<file path="src/rtl/bfn_pkg.sv">
// ----------------------------------------------------------------------------
// bfn_pkg
// Shared types and constants for the bitmap find-next block.
// ----------------------------------------------------------------------------
package bfn_pkg;

    localparam int WORD_W = 32;   // bitmap bits held in one memory word
    localparam int OFF_W  = 5;    // bit offset within a word
    localparam int IDX_W  = 10;   // request and result index width
    localparam int CNT_W  = 11;   // bit_count register width
    localparam int LIM_W  = 17;   // wide enough for any bit position up to 65536

    localparam logic [2:0] REQ_GET        = 3'd0;
    localparam logic [2:0] REQ_SET        = 3'd1;
    localparam logic [2:0] REQ_CLEAR      = 3'd2;
    localparam logic [2:0] REQ_FIND_CLEAR = 3'd3;
    localparam logic [2:0] REQ_FIND_SET   = 3'd4;

    localparam logic [CNT_W-1:0] BIT_COUNT_RESET = 11'd1024;

    typedef enum logic [1:0] {
        ST_CLEAR,
        ST_IDLE,
        ST_EXEC
    } state_t;

endpackage

</file>
<file path="src/rtl/bfn_ram.sv">
// ----------------------------------------------------------------------------
// bfn_ram
// Generic simple dual-port RAM: one write port, one read port, registered read.
// ----------------------------------------------------------------------------
module bfn_ram #(
    parameter int WIDTH = 32,
    parameter int DEPTH = 32
) (
    input  logic                                      clk,
    input  logic                                      we,
    input  logic [((DEPTH > 1) ? $clog2(DEPTH) : 1)-1:0] waddr,
    input  logic [WIDTH-1:0]                          wdata,
    input  logic [((DEPTH > 1) ? $clog2(DEPTH) : 1)-1:0] raddr,
    output logic [WIDTH-1:0]                          rdata
);

    logic [WIDTH-1:0] mem [DEPTH];
    logic [WIDTH-1:0] rdata_reg;

    always_ff @(posedge clk)
    begin
        if (we)
        begin
            mem[waddr] <= wdata;
        end
        rdata_reg <= mem[raddr];
    end

    assign rdata = rdata_reg;

endmodule

</file>
<file path="src/rtl/bitmap_find_next.sv">
// Get, set and clear each pass through EXEC once; done is registered from it.
// busy is high until a request is through, so no new one is taken meanwhile; a find
// scans the map in EXEC, one 32-bit memory word per cycle.
// Reset: the bitmap memory is swept to zero, one word per cycle, and busy stays
// high meanwhile. bit_count resets to 1024.
// The receiver cannot stall: each result is shown for one cycle with done.
// ----------------------------------------------------------------------------
// bitmap_find_next
// Bit allocator bitmap: get, set and clear single bits, and find the next
// clear or set bit at or above a start index, below the bit_count boundary.
// ----------------------------------------------------------------------------
module bitmap_find_next #(
    parameter int MAP_BITS = 1024
) (
    input  logic                      clk,
    input  logic                      rst_n,
    // configuration
    input  logic                      bit_count_we,
    input  logic [bfn_pkg::CNT_W-1:0] bit_count,
    // request transaction
    input  logic                      start,
    output logic                      busy,
    input  logic [2:0]                req_type,
    input  logic [bfn_pkg::IDX_W-1:0] bit_index,
    // result transaction
    output logic                      done,
    output logic                      bit_value,
    output logic                      found,
    output logic [bfn_pkg::IDX_W-1:0] found_index
);

    localparam int WORDS = (MAP_BITS + bfn_pkg::WORD_W - 1) / bfn_pkg::WORD_W;
    localparam int AW    = (WORDS > 1) ? $clog2(WORDS) : 1;
    localparam int CW    = AW + 1;   // word counter, can hold WORDS itself
    localparam int LW    = bfn_pkg::LIM_W;
    localparam int WW    = bfn_pkg::WORD_W;
    localparam int OW    = bfn_pkg::OFF_W;
    localparam int IW    = bfn_pkg::IDX_W;

    bfn_pkg::state_t state_reg, state_next;

    logic [bfn_pkg::CNT_W-1:0] bit_count_reg;
    logic [CW-1:0]             clr_reg, clr_next;
    logic [CW-1:0]             word_reg, word_next;
    logic [OW-1:0]             off_reg, off_next;
    logic [2:0]                req_reg, req_next;
    logic [IW-1:0]             idx_reg, idx_next;

    logic                      done_reg, done_next;
    logic                      bit_value_reg, bit_value_next;
    logic                      found_reg, found_next;
    logic [IW-1:0]             found_index_reg, found_index_next;

    // memory ports
    logic                      mem_we;
    logic [AW-1:0]             mem_waddr;
    logic [WW-1:0]             mem_wdata;
    logic [AW-1:0]             mem_raddr;
    logic [WW-1:0]             mem_rdata;

    // datapath terms
    logic [LW-1:0]             lim;
    logic [LW-1:0]             base;
    logic [LW-1:0]             base_after;
    logic [LW-1:0]             rem;
    logic                      in_range;
    logic [WW-1:0]             lim_mask;
    logic [WW-1:0]             lo_mask;
    logic [WW-1:0]             cand;
    logic [WW-1:0]             bit_sel;
    logic [OW-1:0]             hit_pos;
    logic [CW-1:0]             start_word;
    logic                      scan_more;
    logic                      clr_last;

    bfn_ram #(
        .WIDTH (WW),
        .DEPTH (WORDS)
    ) u_map_ram (
        .clk   (clk),
        .we    (mem_we),
        .waddr (mem_waddr),
        .wdata (mem_wdata),
        .raddr (mem_raddr),
        .rdata (mem_rdata)
    );

    // Effective boundary: bit_count saturated to the map size.
    assign lim = (LW'(bit_count_reg) > LW'(MAP_BITS)) ? LW'(MAP_BITS)
                                                      : LW'(bit_count_reg);

    assign base       = LW'(word_reg) << OW;
    assign base_after = base + LW'(WW);
    assign rem        = lim - base;
    assign in_range   = LW'(idx_reg) < lim;
    assign start_word = CW'(LW'(bit_index) >> OW);
    assign clr_last   = (clr_reg == CW'(WORDS - 1));

    // Bits of the current word that lie below the boundary, and at or above
    // the start offset.
    assign lim_mask = (rem >= LW'(WW)) ? '1 : ((WW'(1) << rem[OW-1:0]) - WW'(1));
    assign lo_mask  = '1 << off_reg;
    assign bit_sel  = WW'(1) << off_reg;
    assign cand     = ((req_reg == bfn_pkg::REQ_FIND_SET) ? mem_rdata : ~mem_rdata)
                      & lo_mask & lim_mask;

    // Lowest matching bit in the word.
    always_comb
    begin
        hit_pos = '0;
        for (int j = WW - 1; j >= 0; j--)
        begin
            if (cand[j])
            begin
                hit_pos = OW'(j);
            end
        end
    end

    // Next state
    always_comb
    begin
        state_next = state_reg;
        case (state_reg)
            bfn_pkg::ST_CLEAR:
            begin
                if (clr_last)
                begin
                    state_next = bfn_pkg::ST_IDLE;
                end
            end
            bfn_pkg::ST_IDLE:
            begin
                if (start)
                begin
                    state_next = bfn_pkg::ST_EXEC;
                end
            end
            bfn_pkg::ST_EXEC:
            begin
                if (!scan_more)
                begin
                    state_next = bfn_pkg::ST_IDLE;
                end
            end
            default:
            begin
                state_next = bfn_pkg::ST_IDLE;
            end
        endcase
    end

    // Outputs and datapath
    always_comb
    begin
        clr_next         = clr_reg;
        word_next        = word_reg;
        off_next         = off_reg;
        req_next         = req_reg;
        idx_next         = idx_reg;
        done_next        = 1'b0;
        bit_value_next   = 1'b0;
        found_next       = 1'b0;
        found_index_next = '0;
        mem_we           = 1'b0;
        mem_waddr        = AW'(word_reg);
        mem_wdata        = mem_rdata;
        mem_raddr        = AW'(word_reg);
        scan_more        = 1'b0;
        busy             = 1'b1;

        case (state_reg)
            bfn_pkg::ST_CLEAR:
            begin
                // sweep the map to zero
                mem_we    = 1'b1;
                mem_waddr = AW'(clr_reg);
                mem_wdata = '0;
                clr_next  = clr_reg + CW'(1);
            end
            bfn_pkg::ST_IDLE:
            begin
                busy      = 1'b0;
                mem_raddr = AW'(start_word);
                if (start)
                begin
                    req_next  = req_type;
                    idx_next  = bit_index;
                    word_next = start_word;
                    off_next  = bit_index[OW-1:0];
                end
            end
            bfn_pkg::ST_EXEC:
            begin
                case (req_reg)
                    bfn_pkg::REQ_GET:
                    begin
                        done_next      = 1'b1;
                        bit_value_next = in_range & |(mem_rdata & bit_sel);
                    end
                    bfn_pkg::REQ_SET:
                    begin
                        done_next = 1'b1;
                        mem_we    = in_range;
                        mem_wdata = mem_rdata | bit_sel;
                    end
                    bfn_pkg::REQ_CLEAR:
                    begin
                        done_next = 1'b1;
                        mem_we    = in_range;
                        mem_wdata = mem_rdata & ~bit_sel;
                    end
                    bfn_pkg::REQ_FIND_CLEAR,
                    bfn_pkg::REQ_FIND_SET:
                    begin
                        if (!in_range)
                        begin
                            done_next = 1'b1;
                        end
                        else if (cand != '0)
                        begin
                            done_next        = 1'b1;
                            found_next       = 1'b1;
                            found_index_next = IW'(base + LW'(hit_pos));
                        end
                        else if (base_after >= lim)
                        begin
                            // ran off the boundary: report not found
                            done_next = 1'b1;
                        end
                        else
                        begin
                            // advance to the next word, offset restarts at zero
                            scan_more = 1'b1;
                            word_next = word_reg + CW'(1);
                            off_next  = '0;
                            mem_raddr = AW'(word_reg + CW'(1));
                        end
                    end
                    default:
                    begin
                        done_next = 1'b1;
                    end
                endcase
            end
            default:
            begin
                busy = 1'b1;
            end
        endcase
    end

    always_ff @(posedge clk or negedge rst_n)
    begin
        if (!rst_n)
        begin
            state_reg     <= bfn_pkg::ST_CLEAR;
            clr_reg       <= '0;
            bit_count_reg <= bfn_pkg::BIT_COUNT_RESET;
            done_reg      <= 1'b0;
        end
        else
        begin
            state_reg <= state_next;
            clr_reg   <= clr_next;
            done_reg  <= done_next;
            if (bit_count_we)
            begin
                bit_count_reg <= bit_count;
            end
        end
    end

    // payload registers
    always_ff @(posedge clk)
    begin
        word_reg        <= word_next;
        off_reg         <= off_next;
        req_reg         <= req_next;
        idx_reg         <= idx_next;
        bit_value_reg   <= bit_value_next;
        found_reg       <= found_next;
        found_index_reg <= found_index_next;
    end

    assign done        = done_reg;
    assign bit_value   = bit_value_reg;
    assign found       = found_reg;
    assign found_index = found_index_reg;

endmodule

</file>
<file path="config.mk">
export PLATFORM = sky130hd
export DESIGN_NAME = bitmap_find_next
export DESIGN_NICKNAME = d
export VERILOG_FILES = /design/src/rtl/bfn_pkg.sv /design/src/rtl/bfn_ram.sv /design/src/rtl/bitmap_find_next.sv
export SDC_FILE = /design/constraint.sdc
export NUM_CORES = 2
export LEC_CHECK = 0
export ABC_AREA = 1
export BUFFER_PORTS_ARGS = -buffer_cell sky130_fd_sc_hd__buf_4
export CAP_MARGIN = 0
export CORE_ASPECT_RATIO = 0.75
export CORE_MARGIN = 2
export CORE_UTILIZATION = 60
export DETAILED_ROUTE_END_ITERATION = 8
export PLACE_DENSITY = 0.78
export SETUP_SLACK_MARGIN = 0.3
export SLEW_MARGIN = 40
export SYNTH_ARGS = -nofsm -noshare
export SYNTH_HDL_FRONTEND = slang
export SYNTH_SLANG_ARGS = --single-unit
export TNS_END_PERCENT = 30
</file>
<file path="constraint.sdc">
create_clock -name clk -period 7.4 [get_ports clk]
set_input_delay 0 -clock clk [delete_from_list [all_inputs] [get_ports clk]]
set_output_delay 0 -clock clk [all_outputs]
set_load 0.05 [all_outputs]
</file>
; ---- Word-level counts from Yosys, hierarchy flattened
; Memory sizes are Yosys's and may differ from the RTL's. A register that Yosys moved wholly into a read port is not among the register bits.
; Index checks and enable logic that the tools add are counted.
[classes]
n_addsub = 6
magnitude_cmp = 4
n_eq_ne = 14
shift = 3
mux = 75
n_bitwise = 8
n_reduce_logical = 13
[ops]
columns = op, n
row1 = two-way mux 5 bit, 42
row2 = bitwise AND 32 bit, 4
row3 = case mux 32 bit (2 select lines), 2
row4 = two-way mux 32 bit, 2
row5 = inverter 32 bit, 2
row6 = left shift 1 x 5 -> 32 bit (first input constant), 2
row7 = OR 32 bit, 1
row8 = nonzero test 32 bit, 1
row9 = OR reduction 32 bit, 1
row10 = left shift 32 x 5 -> 32 bit (first input constant), 1
row11 = subtractor 32 x 1 -> 32 bit (second input constant), 1
row12 = two-way mux 6 bit, 5
row13 = case mux 5 bit (2 select lines), 2
row14 = >= comparator 17 x 6 -> 1 bit (second input constant), 1
row15 = two-way mux 1 bit, 15
row16 = != test 2 bit (second input constant), 7
row17 = adder 11 x 6 -> 12 bit (second input constant), 1
row18 = adder 6 x 1 -> 6 bit (second input constant), 2
row19 = >= comparator 12 x 11 -> 1 bit, 1
row20 = case mux 6 bit (2 select lines), 1
row21 = subtractor 11 x 11 -> 12 bit, 1
row22 = greater-than comparator 11 bit (second input constant), 1
row23 = less-than comparator 10 x 11 -> 1 bit, 1
row24 = two-way mux 11 bit, 1
row25 = other kinds (19), 25
[word_totals]
reg_bits = 56
mem_bits_rw = 1024
input_bits = 28
out_inout_bits = 14
wordCells = 135
n_memories = 1
[memory_table]
columns = memory, depth, width, rd, rd_ports_with_merged_regs, write_ports, line
row1 = u_map_ram.mem, 32, 32, 1, 1, 1, bfn_ram.sv:17  ; logic [WIDTH-1:0] mem [DEPTH];

; ---- Depth between registers and ports, before layout
[depth]
depth_word = 40
mapped_depth = 47
ltp_nobuf = 46

; ---- Hierarchy
; Synthesis repeated with hierarchy kept, for this count alone.
[unflattened]
cells_unflattened = 4503
hier_area_um2 = 48403.9
[modules_own_cells]
columns = module, n_inst, cells_per_inst, area_each_um2, seq_area_each_um2
row1 = bfn_ram, 1, 3536, 42405.7, 31390.1
row2 = bitmap_find_next, 1, 967, 5998.3, 1462.7

; ---- Least setup slack after synthesis
; Ideal clock, no wire load.
[synth_path]
kind = flip-flop to flip-flop
start = reg bit_count_reg[0] in the netlist's numbering
end = reg u_map_ram.rdata_reg[11], in the netlist u_map_ram.rdata[11] (read register of u_map_ram.mem)
setup_ps = 113
arrival_ps = 4903
t_required_ps = 7287
setup_slack_ps = 2384
stages_incl_launch_ff = 36
path_buffers = 5
synth_period_minus_slack_ps = 5016
path_cell_list = dfrtp_1 -> nor2_1 -> nand2_1 -> o21bai_4 -> buf_2 -> nand2_1 -> ha_1 -> inv_1 -> fa_1 -> nor4_1 -> nand4_1 -> inv_1 -> buf_2 -> o21ai_0 -> o21a_1 -> nor3_2 -> nand2_1 -> nor2_1 -> nand2_2 -> nor2_4 -> nand2_2 -> nor2_4 -> nand2_1 -> nand2_1 -> o21ai_2 -> nand2_8 -> inv_6 -> buf_6 -> buf_6 -> buf_6 -> o211ai_1 -> nand3_1 -> nand3_1 -> nand2_1 -> nand2_1 -> nand2_1
[synth_via]
elab_chain_len = 12
elab_cells_between_ends = 16
classes_between = add/sub: 2 / order compare: 4 / shift: 1 / mux: 7 / bitwise: 1 / reduce/logical: 1
[synth_rtl]
columns = element, line
row1 = start: declaration, bitmap_find_next.sv:42  ; logic [bfn_pkg::CNT_W-1:0] bit_count_reg;
row2 = start signal: assignment, bitmap_find_next.sv:259  ; bit_count_reg <= bfn_pkg::BIT_COUNT_RESET;
row3 = start signal: assignment, bitmap_find_next.sv:269  ; bit_count_reg <= bit_count;
row4 = greater-than comparator 11 bit, bitmap_find_next.sv:89  ; assign lim = (LW'(bit_count_reg) > LW'(MAP_BITS)) ? LW'(MAP_BITS)
row5 = two-way mux 11 bit (*), bitmap_find_next.sv:89
row6 = subtractor 11 x 11 -> 12 bit, bitmap_find_next.sv:94  ; assign rem = lim - base;
row7 = left shift 1 x 5 -> 32 bit, bitmap_find_next.sv:101  ; assign lim_mask = (rem >= LW'(WW)) ? '1 : ((WW'(1) << rem[OW-1:0]) - WW'(1));
row8 = subtractor 32 x 1 -> 32 bit, bitmap_find_next.sv:101
row9 = two-way mux 32 bit, bitmap_find_next.sv:101
row10 = bitwise AND 32 bit, bitmap_find_next.sv:105  ; & lo_mask & lim_mask;
row11 = nonzero test 32 bit, bitmap_find_next.sv:220  ; else if (cand != '0)
row12 = two-way mux 5 bit, bitmap_find_next.sv:220
row13 = two-way mux 5 bit (*), bitmap_find_next.sv:216  ; if (!in_range)
row14 = two-way mux 5 bit (*), bitmap_find_next.sv:195  ; case (req_reg)
row15 = case mux 5 bit (2 select lines) (*), bitmap_find_next.sv:172  ; case (state_reg)
row16 = end: declaration, bfn_ram.sv:18  ; logic [WIDTH-1:0] rdata_reg;
; Every way passes the cells marked *; elsewhere a longest branch is shown, timed or not.
; A chain may end at the register's enable or synchronous reset.

; ---- Worst setup path after layout
[layout_path]
start = reg bit_count_reg[4] in the netlist's numbering
end = reg u_map_ram.rdata_reg[4], in the netlist u_map_ram.rdata[4] (read register of u_map_ram.mem)
; Same word-level chain as after synthesis.

==> run_results.csv <==
group,metric,value,unit
status,status,"finished clean",
floorplanning,die_x,333,microns
clock_network,post_cts.repair.setup_buffers,0,
synth,synthXorXnorAreaFrac,0.287,%
clock_network,root_buffer,"clkbuf_16",
timing,finalHoldViolCount,0,
synth,synth_cells,4367,
route,num_vias,34952,
critical_path,crit_buf_inv,6,
critical_path,cp.arrival,7.26,ns
route,drt_wl_total,138000,microns
floorplanning,dieArea,83700,sq um
timing,max_freq,149,MHz
timing,drv_slew,0,
synth,syn_nets,4423,
critical_path,max_stage_delay,0.52,ns
floorplanning,core_area,80500,sq um
clock_network,numCtsBuffers,101,
floorplanning,ios,42,
floorplanning,initial_core_util,60.7,%
critical_path,critPathMaxFanout,82,
timing,relSlewSlack,39.8,%
global_routing,grt_pass1_wl,204000,microns
finish,final_cell_mix,"nand2_1, edfxtp_1, nand3_1",
critical_path,ff2ff_path_depth,35,
place,dpl_cell_area,50900,sq um
critical_path,crit_required,7.96,ns
synth,synthMuxAreaShare,0,%
place,io_buffers,41,
route,antenna_left,0,
clock_network,cts_tree,"yes",
finish,synthToLayoutAreaGrowth,12.2,%
timing,period_needed,6.70,ns
place,routabilityCongestion,0.995,
global_routing,grt_use_total,32.6,%
route,first_pass_iters,6,
timing,skew,0.0460,ns
finish,multi_input_area,14600,sq um
worst_hold_path,hold_depth,2,
critical_path,reg2reg_from,"bit_count_reg[4]$_DFFE_PN0P_",
synth,ys_seq_area_share,67.3,%
critical_path,reg2reg_to,"u_map_ram.rdata[4]$_DFF_P_",
synth,synth-seq-cells,1112,
synth,ys_warn_count,0,
critical_path,cpMostUsedCell,"nand2_1",
timing,tightest_slew,0.902,ns
finish,final_layout_size_suffix_gt1_share,11.0,%
finish,layout_commonest_cell,"nand2_1",
synth,yosys-top-cells-area,"edfxtp_1, nand2_1, nand3_1",
synth,synth_compound_area_share,7.25,%
timing,setup-tns-final,0,ns
critical_path,crit_start,"bit_count_reg[4]$_DFFE_PN0P_",
worst_hold_path,hp-start,"bit_index[8]",
worst_hold_path,hold_class,"input pin to flop",
synth,synth_top_area_share,64.4,%
finish,largest_reg_flops,1024,
clock_network,cts.clk_slew.worst_paths,0.07,ns
clock_network,htree_levels,3,
finish,regArea,32900,sq um
timing,whs,0.0333,ns
finish,fin_util,68.1,%
route,drt-vias-per-instance,6.27,
finish,nNetsFinal,4486,
route,drt_iter0_drc,5298,
worst_hold_path,min_to,"idx_reg[8]$_DFFE_PP_",
finish,design_area,54800,sq um
global_routing,grt_max_degree,129,
critical_path,start_kind,"flop",
timing,setup_violations,0,
synth,netlist.top_cell.by_area,"edfxtp_1",
synth,avgSynthCellArea,11.2,sq um
critical_path,crit_type,"flop to flop",
route,wl_per_cell,24.8,microns
synth,syn_area,48800,sq um
floorplanning,die_h,251,microns
critical_path,cp_top_family,"simple AND/OR/NAND/NOR gates",
floorplanning,num_rows,90,
global_routing,grt_pass1_vias,32470,
timing,rsz0062_at_grt,"false",
finish,fillCellCount,5598,
critical_path,end_kind,"flop",
clock_network,clk_latency,0.72,ns
route,drc,0,
synth,synthSimpleGateAreaFrac,20.5,%
global_routing,grt_overflow,0,
critical_path,slowest_stage,"dfrtp_2",
finish,diodes,0,
synth,synth_top_family_by_area,"simple AND/OR/NAND/NOR gates",
timing,fin_crit_sh,90.5,%
synth,synth_cell_type_count,54,
synth,yosys.area_share.adder,0.733,%
critical_path,cp.depth,35,
clock_network,clock-sinks,1112,
critical_path,r2r_slack,0.70,ns
run,cap_viol_max_count,0,
clock_network,cts_buffer_depth,3,
global_routing,antenna_found_initial,2,
place,hpwl,76400,microns
[logic make-up (layout without fill, tap and decap cells)]
family,after synthesis,after routing
compound gates,532,532
fa+ha+maj,28,28
flops,1112,1112
buf+inv,409,558
xor+xnor,16,16
simple gates,2270,2272
[worst max-delay path by stage]
stage / to / slack [ns]
final: u_map_ram.rdata[4]$_DFF_P_ / 0.70
after detailed placement: u_map_ram.rdata[27]$_DFF_P_ / 0.84
after global placement: u_map_ram.rdata[27]$_DFF_P_ / 1.08
after global routing: u_map_ram.rdata[19]$_DFF_P_ / 0.33
after CTS: u_map_ram.rdata[27]$_DFF_P_ / 0.81
after floorplan: u_map_ram.rdata[11]$_DFF_P_ / 2.38
[metal layers]
layer	global-route usage (%)	share of wire, %
met1	48.1	39
met2	48.1	44
met3	6.34	13
met4	12.9	3.8
met5	0	0
[synthesized netlist by cell type (all sizes together)]
cell type	instances
a2111oi	1
a211oi	5
a21oi	37
a221oi	4
a22o	1
a31oi	6
buf	177
clkbuf	73
clkinv	3
dfrtp	19
dfstp	1
dfxtp	44
edfxtp	1048
fa	1
ha	27
inv	156
nand2	1319
nand3	438
nand3b	2
nand4	14
nor2	173
nor3	24
nor4	10
nor4b	1
o2111ai	5
o211ai	288
o21a	1
o21ai	153
o21bai	2
o221ai	6
o22ai	17
o311ai	1
o31ai	5
or2	289
xnor2	1
xor2	15
[cell type report]
cell class / count / share of cell area (%)
clock buffer: 142 / 5.20
clock inverter: 49 / 0.844
inverter: 159 / 1.16
multi-input combinational: 2848 / 26.6
sequential: 1112 / 59.9
tap: 1058 / 2.41
timing repair buffer: 208 / 3.88
[what timing repair did]
item,4_1_cts,5_1_grt
gates resized for setup,0,3
hold buffers,50,0
endpoints found under the hold margin,69,0
endpoints found under the setup margin,0,5
[stage by stage]
stage	std cells	setup WS (ns)
after floorplan	4367	2.38
after global placement	5327	1.08
after detailed placement	5329	0.841
after CTS	5570	0.810
after global routing	5576	0.333
final	5576	0.701
Power is left out: the tool's default activity adds up to more than one toggle a clock period on the data nets, which glitch-free logic cannot reach.
